===== config.mk =====
export PLATFORM = sky130hd
export DESIGN_NAME = cacc_ctrl
export DESIGN_NICKNAME = d
export VERILOG_FILES = /design/src/cacc_pkg.sv /design/src/cacc_ctrl.sv
export SDC_FILE = /design/constraint.sdc
export NUM_CORES = 1
export LEC_CHECK = 0
export BUFFER_PORTS_ARGS = -buffer_cell sky130_fd_sc_hd__buf_2
export CORE_AREA = 5 5 42 44
export CTS_CLUSTER_DIAMETER = 150
export DETAILED_ROUTE_END_ITERATION = 10
export DIE_AREA = 0 0 47 49
export PLACE_DENSITY = 0.59
export SLEW_MARGIN = 20
export SYNTH_ARGS = -nofsm -noshare
export SYNTH_HDL_FRONTEND = slang
export SYNTH_SLANG_ARGS = --single-unit

===== constraint.sdc =====
create_clock -name clk -period 1.51 [get_ports clk]
set_input_delay 0.2265 -clock clk [delete_from_list [all_inputs] [get_ports clk]]
set_output_delay 0.2265 -clock clk [all_outputs]
set_load 0.02 [all_outputs]

===== src/cacc_pkg.sv =====
// Shared types and constants for the complex accumulator.
package cacc_pkg;

  localparam int WORD_BITS_DEF = 32;
  localparam int FRAC_BITS_DEF = 16;

  typedef enum logic [2:0] {
    FUNC_LOAD = 3'd0,
    FUNC_ADD  = 3'd1,
    FUNC_SUB  = 3'd2,
    FUNC_MUL  = 3'd3,
    FUNC_DIV  = 3'd4
  } func_code_t;

  typedef struct packed {
    logic [2:0]         func;
    logic signed [31:0] operand_real;
    logic signed [31:0] operand_imag;
  } in_item_t;

  typedef struct packed {
    logic signed [31:0] result_real;
    logic signed [31:0] result_imag;
    logic               error;
    logic               saturated;
  } out_item_t;

  // Datapath operations requested by the controller.
  typedef enum logic [2:0] {
    OP_NONE    = 3'd0,
    OP_CAPTURE = 3'd1,
    OP_SIMPLE  = 3'd2,
    OP_PROD    = 3'd3,
    OP_SUM     = 3'd4,
    OP_DIVINIT = 3'd5,
    OP_DIVSTEP = 3'd6,
    OP_DIVDONE = 3'd7
  } dp_op_t;

  typedef struct packed {
    dp_op_t     op;
    logic [1:0] prod_sel;
  } dp_cmd_t;

  typedef struct packed {
    logic [2:0] func;
    logic       div_last;
    logic       den_zero;
  } dp_status_t;

endpackage


===== src/cacc_ctrl.sv =====
// Controller state machine that sequences the datapath for one item.
module cacc_ctrl (
  input  logic                clk,
  input  logic                rst,
  input  logic                in_valid,
  output logic                in_stall,
  output logic                out_valid,
  input  logic                out_stall,
  output cacc_pkg::dp_cmd_t   cmd,
  input  cacc_pkg::dp_status_t status
);

  typedef enum logic [2:0] {
    S_IDLE, S_DECODE, S_PROD, S_SUM, S_DIVINIT, S_DIV, S_OUT
  } state_t;

  state_t     state;
  logic [1:0] psel;

  assign in_stall  = (state != S_IDLE);
  assign out_valid = (state == S_OUT);

  always_comb begin
    cmd.op = cacc_pkg::OP_NONE;
    cmd.prod_sel = psel;
    case (state)
      S_IDLE:    if (in_valid) cmd.op = cacc_pkg::OP_CAPTURE;
      S_DECODE: begin
        if (status.func == cacc_pkg::FUNC_MUL || status.func == cacc_pkg::FUNC_DIV) begin
          cmd.op = cacc_pkg::OP_NONE;
        end else begin
          cmd.op = cacc_pkg::OP_SIMPLE;
        end
      end
      S_PROD:    cmd.op = cacc_pkg::OP_PROD;
      S_SUM:     cmd.op = cacc_pkg::OP_SUM;
      S_DIVINIT: cmd.op = cacc_pkg::OP_DIVINIT;
      S_DIV:     cmd.op = status.div_last ? cacc_pkg::OP_DIVDONE : cacc_pkg::OP_DIVSTEP;
      default:   cmd.op = cacc_pkg::OP_NONE;
    endcase
  end

  always_ff @(posedge clk) begin
    if (rst) begin
      state <= S_IDLE;
      psel  <= '0;
    end else begin
      case (state)
        S_IDLE: if (in_valid) state <= S_DECODE;
        S_DECODE: begin
          psel <= '0;
          if (status.func == cacc_pkg::FUNC_MUL || status.func == cacc_pkg::FUNC_DIV) begin
            state <= S_PROD;
          end else begin
            state <= S_OUT;
          end
        end
        S_PROD: begin
          psel <= psel + 2'd1;
          if (psel == 2'd3) state <= S_SUM;
        end
        S_SUM: begin
          if (status.func == cacc_pkg::FUNC_MUL || status.den_zero) begin
            state <= S_OUT;
          end else begin
            state <= S_DIVINIT;
          end
        end
        S_DIVINIT: state <= S_DIV;
        S_DIV: if (status.div_last) state <= S_OUT;
        S_OUT: if (!out_stall) state <= S_IDLE;
        default: state <= S_IDLE;
      endcase
    end
  end

endmodule


After elaboration in Yosys (flattened, before gate mapping)
Index checks and enable logic that the tools add are counted.
Widths: inputs -> output; s select.
{"block": "word_totals", "in_bits": 9, "register_bits": 5}
{"block": "classes", "mux": 12, "n_reduce_logical": 6, "eq_ne": 13, "addsub": 1}
{"cell": "$pmux 3 s7", "count": 1}
{"cell": "$pmux 3 s6", "count": 1}
{"cell": "$mux 3", "count": 5}
{"cell": "$eq 3x3->1 const B", "count": 4}
{"cell": "$eq 3x2->1 const B", "count": 3}
{"cell": "$ne 2x2->1 const B", "count": 4}
{"cell": "$mux 2", "count": 2}
{"cell": "$pmux 2 s2", "count": 1}
{"cell": "$reduce_and 4->1", "count": 1}
{"cell": "$eq 3x1->1 const B", "count": 1}
{"cell": "$logic_not 3->1", "count": 1}
{"cell": "$reduce_bool 3->1", "count": 1}
{"cell": "$add 2x1->2 const B", "count": 1}
{"cell": "$eq 2x2->1 const B", "count": 1}
{"cell": "$logic_or 1x1->1", "count": 2}
{"cell": "$mux 1", "count": 2}
{"cell": "$reduce_bool 2->1", "count": 1}

Logic depth before layout (Yosys ltp)
Gate-level depths: netlist of run 1.
{"block": "depth", "depth_word": 4, "mapped_depth": 4, "mapped_depth_nobuf": 4}

Worst setup path before layout of run 1
OpenSTA, ideal clock, no wires.
{"block": "synth_timing", "path_type": "register to output", "startpoint": "register state[2]", "endpoint": "output cmd[3] (netlist name)", "t_arrival_ns": 1.063, "t_required_ns": 1.283, "path_stages_with_launch": 4, "n_path_buf": 1, "path_slack_ns": 0.221, "path_cell_list": "dfxtp_1 > buf_2 > a21oi_1 > o21ai_0"}
{"element": "start: declaration", "line": "cacc_ctrl.sv:17", "text": "state_t state;"}
{"element": "start signal: assignment", "line": "cacc_ctrl.sv:45", "text": "state <= S_IDLE;"}
{"element": "start signal: assignment", "line": "cacc_ctrl.sv:49", "text": "S_IDLE: if (in_valid) state <= S_DECODE;"}
{"element": "start signal: assignment", "line": "cacc_ctrl.sv:53", "text": "state <= S_PROD;"}
{"element": "end: declaration", "line": "cacc_ctrl.sv:9", "text": "output cacc_pkg::dp_cmd_t cmd,"}

Final worst setup path of run 1
{"block": "layout_timing", "startpoint": "register state[2]", "endpoint": "output in_stall"}
{"block": "layout_between", "elab_chain_cells": 1}
{"element": "$reduce_bool 3->1", "line": "cacc_ctrl.sv:20", "text": "assign in_stall = (state != S_IDLE);"}
{"element": "end: declaration", "line": "cacc_ctrl.sv:6", "text": "output logic in_stall,"}
No other way between the ends.

==> impl_metrics.env, run 1 <==
export IMPL_dpl_hpwl_um=711.4
export IMPL_slew_headroom_pct=81.58
export IMPL_period_needed_ns=1.465
export IMPL_critPathKind="reg -> out"
export IMPL_htreeDepth=1
export IMPL_worstRegToRegCells=4
export IMPL_syn_inst=52
export IMPL_drive_above_1_share_pct=47.14
export IMPL_vdd_drop_max_uv=643.5
export IMPL_ctsHoldBuffers=0
export IMPL_grt_overflow_total=0
export IMPL_tns_ns=0
export IMPL_utilization_pct=39.82
export IMPL_yosysTopAreaCellShare_pct=23.12
export IMPL_grt_pass1_wl_mm=1.593
export IMPL_final_cell_count_no_fill=86
export IMPL_dr_pass1_iters=4
export IMPL_min_from="rst"
export IMPL_die_h_um=49
export IMPL_cp_arrival_ns=1.24
export IMPL_dpl_cell_count=79
export IMPL_start_kind="flop"
export IMPL_io_buffer_count=15
export IMPL_min_path_cells=2
export IMPL_syn_to_final_growth_pct=28.90
export IMPL_gp_congestion=0.6935
export IMPL_ys_seq_elements=5
export IMPL_vias=444
export IMPL_core_mm2=0.001401
export IMPL_rr_endpoint="state[1]"
export IMPL_grt_pass1_vias=380
export IMPL_die_x_um=47
export IMPL_cts_buffer_depth=2
export IMPL_nNetsFinal=81
export IMPL_start_util_pct=30.89
export IMPL_worst_pin_slew_ns=0.2686
export IMPL_row_count=14
export IMPL_antennaDiodeCount=0
export IMPL_cap_viol_max_count=0
export IMPL_grt_max_degree=21
export IMPL_cts_made_buffers=3
export IMPL_powerDensity_mw_per_mm2=1228
export IMPL_synth_cell_type_count=27
export IMPL_finalSetupViolCount=0
export IMPL_yosysTopAreaCell="dfxtp_1"
export IMPL_endpoint_kind="primary output"
export IMPL_cts_root_buf="clkbuf_4"
export IMPL_skew_ns=0.002884
export IMPL_seq_area_frac_synth_pct=23.12
export IMPL_post_drt_via_cell_ratio=5.163
export IMPL_fmax_mhz=682.4
export IMPL_drtIter0Drc=10
export IMPL_synth_area_per_cell_um2=8.325
export IMPL_worstPathMaxFanout=7
export IMPL_die_area_mm2=0.002303
export IMPL_syn_nets=62
export IMPL_worstPathRequired_ns=1.28
export IMPL_ant_nets=0
export IMPL_r2r_start="state[2]"
export IMPL_syn_cell_area_um2=432.9
export IMPL_clk_pin_slew_ns=0.04
export IMPL_fin_crit_sh_pct=97.05
export IMPL_r2r_slack_ns=0.27
export IMPL_power_mw=0.6850
export IMPL_wl_per_cell_um=12.16
export IMPL_cts_num_sinks=5
export IMPL_ys_warn_count=0
export IMPL_hold_viol=0
export IMPL_min_to="state[2]"
export IMPL_drc=0
export IMPL_slew_viol_final=0
export IMPL_run_status="finished clean"
export IMPL_cts_tree="yes"
export IMPL_wirelength_mm=1.046
export IMPL_grt_antenna_before_repair=0
export IMPL_p_leak_nw=0.2592
export IMPL_grtUsageTotal_pct=9.500
export IMPL_clk_insertion_delay_late_ns=0.24
export IMPL_netlist_top_cells_area="dfxtp_1 23%, mux2i_1 6.9%, a21oi_1 5.8%"
export IMPL_io_pins=16
export IMPL_hold_class="in -> reg"
-- synth_stat cells, drive strengths merged --
library cell  count
o21ba             1
a221o             1
nand2             3
nor4              1
and2              1
a21oi             5
and3b             2
and4b             1
dfxtp             5
a211oi            2
inv               1
o221a             1
o21ai             5
buf               4
mux2i             3
ha                1
and4bb            1
nor2              4
or3b              1
nand3b            1
nor2b             2
or3               1
nor3b             1
a21o              1
nand2b            3
-- cell usage in the layout, fill, tap and decap left out --
| cell | count |
|---|---|
| o21ba_2 | 1 |
| inv_1 | 1 |
| ha_1 | 1 |
| dfxtp_4 | 3 |
| nor4_1 | 1 |
| or3_2 | 1 |
| a211oi_2 | 1 |
| a221o_1 | 1 |
| o21ai_0 | 5 |
| and2_2 | 1 |
| nand3b_1 | 1 |
| or3b_1 | 1 |
| mux2i_1 | 3 |
| nand2_1 | 3 |
| nor2b_1 | 2 |
| o221a_2 | 1 |
| nor2_2 | 1 |
| and4b_2 | 1 |
| a21oi_1 | 5 |
| a211oi_1 | 1 |
| nor3b_1 | 1 |
| clkbuf_4 | 3 |
| and4bb_2 | 1 |
| buf_2 | 14 |
| and3b_1 | 2 |
| dfxtp_1 | 2 |
| clkbuf_2 | 1 |
| buf_4 | 3 |
| nor2_1 | 3 |
| a21o_2 | 1 |
| clkbuf_1 | 1 |
| nand2b_1 | 3 |
-- critical path, stage by stage, from the launching register on --
cell,delay [ns]
dfxtp_4,0.36
or3_2,0.47
buf_4,0.17
-- power breakdown --
part	switching, mW	internal, mW
sequential	0.0645	0.164
clock	0.0497	0.0996
combinational	0.156	0.151
total	0.270	0.414
-- cell type report --
cell class	instances	area, µm²
Fill cell	167	843.3
Multi-Input combinational cell	42	299.0
Sequential cell	5	111.4
Timing Repair Buffer	18	97.59
Clock buffer	4	26.28
Tap cell	16	20.02
Inverter	1	3.754
-- stage by stage --
stage,hold WS [ns],setup slack [ns],instance area (µm²)
2_1_floorplan,0.2956,0.2208,432.9
3_3_place_gp,0.4671,0.1211,495.5
3_5_place_dp,0.4701,0.1080,495.5
4_1_cts,0.2183,0.002559,525.5
5_1_grt,0.2150,-0.002280,558.0
6_report,0.2237,0.04455,558.0
-- what timing repair did --
action / in CTS / in global routing
setup buffers: 0 / 3
gates resized for setup: 3 / 5
setup endpoints to repair: 5 / 3
-- routing by layer --
| layer | vias up | global-route usage (%) | share of wire (%) | wire [µm] |
|---|---|---|---|---|
| met1 | 202 | 12.72 | 47 | 493 |
| met3 | 2 | 3.321 | 6.9 | 72 |
| met5 | - | 0 | 0 | 0 |
| met4 | 0 | 5.530 | 0.76 | 8 |
| li1 | 229 | - | - | - |
| met2 | 11 | 12.67 | 45 | 471 |
-- state kept, by name, summed over array words and instances, names as in the netlist --
| register | cells |
|---|---|
| state | 3 |
| psel | 2 |
-- cells by family after synthesis --
family / Yosys count / share of synthesized area (%)
mux: 3 / 6.937
simple gates: 22 / 33.24
compound gates: 16 / 25.43
buf+inv: 5 / 8.380
flops: 5 / 23.12
fa+ha+maj: 1 / 2.890
-- worst max path at each step --
stage / start / to / slack [ns] / cells after the start
2_1_floorplan: state[2] / cmd[3] / 0.22 / 3
3_3_place_gp: state[1] / state[0] / 0.12 / 3
3_5_place_dp: state[1] / state[0] / 0.11 / 3
4_1_cts: state[2] / in_stall / 0.003 / 2
5_1_grt: state[2] / in_stall / -0.002 / 2
6_report: state[2] / in_stall / 0.04 / 2
No activity file was read; power rests on OpenSTA's default activity.
==> run 2, diff against run 1 <==
Settings changed: CTS_BUF_LIST from default to sky130_fd_sc_hd__clkbuf_4 sky130_fd_sc_hd__clkbuf_8.
==> impl_metrics.env, run 2 (synthesized netlist as in run 1, its figures left out) <==
export IMPL_grt_antenna_before_repair=0
export IMPL_cts_num_sinks=5
export IMPL_slew_viol_final=0
export IMPL_die_h_um=49
export IMPL_core_mm2=0.001401
export IMPL_worstRegToRegCells=4
export IMPL_critPathKind="reg -> out"
export IMPL_powerDensity_mw_per_mm2=1276
export IMPL_min_path_cells=2
export IMPL_grt_overflow_total=0
export IMPL_io_pins=16
export IMPL_grt_pass1_wl_mm=1.621
export IMPL_grtUsageTotal_pct=9.641
export IMPL_stdcell_area_um2=561.8
export IMPL_p_leak_nw=0.2626
export IMPL_worst_pin_slew_ns=0.2686
export IMPL_hold_class="in -> reg"
export IMPL_cts_tree="yes"
export IMPL_period_needed_ns=1.466
export IMPL_cts_root_buf="clkbuf_4"
export IMPL_die_area_mm2=0.002303
export IMPL_drtIter0Drc=10
export IMPL_syn_to_final_growth_pct=29.77
export IMPL_drc=0
export IMPL_met1_usage_pct=12.94
export IMPL_final_cell_mix="14 x buf_2, 5 x a21oi_1, 5 x o21ai_0"
export IMPL_ant_nets=0
export IMPL_final_common_cell="buf_2"
export IMPL_dpl_hpwl_um=711.4
export IMPL_reg_top3="state: 3 flops, psel: 2 flops"
export IMPL_ctsHoldBuffers=0
export IMPL_gp_congestion=0.6935
export IMPL_fmax_mhz=682.2
export IMPL_top_usage_layer="met1"
export IMPL_cap_viol_max_count=0
export IMPL_post_drt_via_cell_ratio=5.209
export IMPL_cp_arrival_ns=1.24
export IMPL_fin_crit_sh_pct=97.07
export IMPL_power_mw=0.7166
export IMPL_fin_hold_ws_ns=0.2065
export IMPL_finalSetupViolCount=0
export IMPL_hold_viol=0
export IMPL_dr_pass1_iters=4
export IMPL_vdd_drop_max_uv=646.2
export IMPL_cts_made_buffers=3
export IMPL_worstPathMaxFanout=7
export IMPL_worstPathRequired_ns=1.28
export IMPL_run_status="finished clean"
export IMPL_antennaDiodeCount=0
export IMPL_skew_ns=0.01214
export IMPL_final_cell_count_no_fill=86
export IMPL_dpl_cell_count=79
export IMPL_cts_buffer_depth=2
export IMPL_clk_pin_slew_ns=0.06
export IMPL_start_kind="flop"
export IMPL_row_count=14
export IMPL_grt_pass1_vias=380
export IMPL_tns_ns=0
export IMPL_endpoint_kind="primary output"
export IMPL_grt_max_degree=21
export IMPL_largest_reg_flops=3
export IMPL_wl_per_cell_um=12.50
export IMPL_place_area_um2=495.5
export IMPL_start_util_pct=30.89
export IMPL_htreeDepth=1
export IMPL_vias=448
export IMPL_top_register="state"
export IMPL_nNetsFinal=81
export IMPL_gr_usage_met3_pct=3.321
export IMPL_clk_insertion_delay_late_ns=0.25
export IMPL_die_x_um=47
export IMPL_drive_above_1_share_pct=48.57
export IMPL_io_buffer_count=15
export IMPL_fill_cells=166
export IMPL_grtUsageMet2_pct=12.90
export IMPL_wirelength_mm=1.075
export IMPL_slew_headroom_pct=81.58
## run 2: changes by cell type in the layout (fill, tap and decap cells not counted)
cell	change
clkbuf_1	-1
clkbuf_4	+1
## run 2: per-layer routing
layer / vias up / part of all wire, %
met5: - / 0
met1: 203 / 46
met2: 13 / 44
met4: 0 / 3.2
met3: 4 / 6.9
li1: 228 / -
## run 2: repair_timing
action,4_1_cts,5_1_grt
endpoints found under the hold margin,0,0
setup buffers,0,3
gates resized for setup,3,5
endpoints found under the setup margin,5,3
## run 2: power breakdown
group / switching [mW] / total [mW] / internal (mW)
logic: 0.156 / 0.307 / 0.151
registers: 0.0645 / 0.228 / 0.164
clock network: 0.0628 / 0.181 / 0.118
## run 2: stage by stage
step                utilization (%)  setup slack, ns
floorplan                         -           0.2208
detailed placement            35.36           0.1080
finish                        40.09          0.04417
global route                  40.09        -0.002280
CTS                           37.77         0.002559
global placement              35.36           0.1211
## run 2: layout make-up
cell class / count / area, µm² / share of cell area (%)
Inverter: 1 / 3.754 / 0.6682
Multi-Input combinational cell: 42 / 299.0 / 53.23
Tap cell: 16 / 20.02 / 3.563
Clock buffer: 4 / 30.03 / 5.345
Timing Repair Buffer: 18 / 97.59 / 17.37
Sequential cell: 5 / 111.4 / 19.82
## run 2: worst paths after layout
kind	start	endpoint	slack (ns)
worst max-delay path	state[2]	in_stall	0.04
worst min-delay path	rst	psel[0]	0.21
worst max register to register	psel[0]	state[0]	0.27
worst min register to register	psel[1]	psel[1]	0.52
## run 2: critical path, cell delays in order, from the launching register on
cell	delay, ns
dfxtp_4	0.36
or3_2	0.47
buf_4	0.17
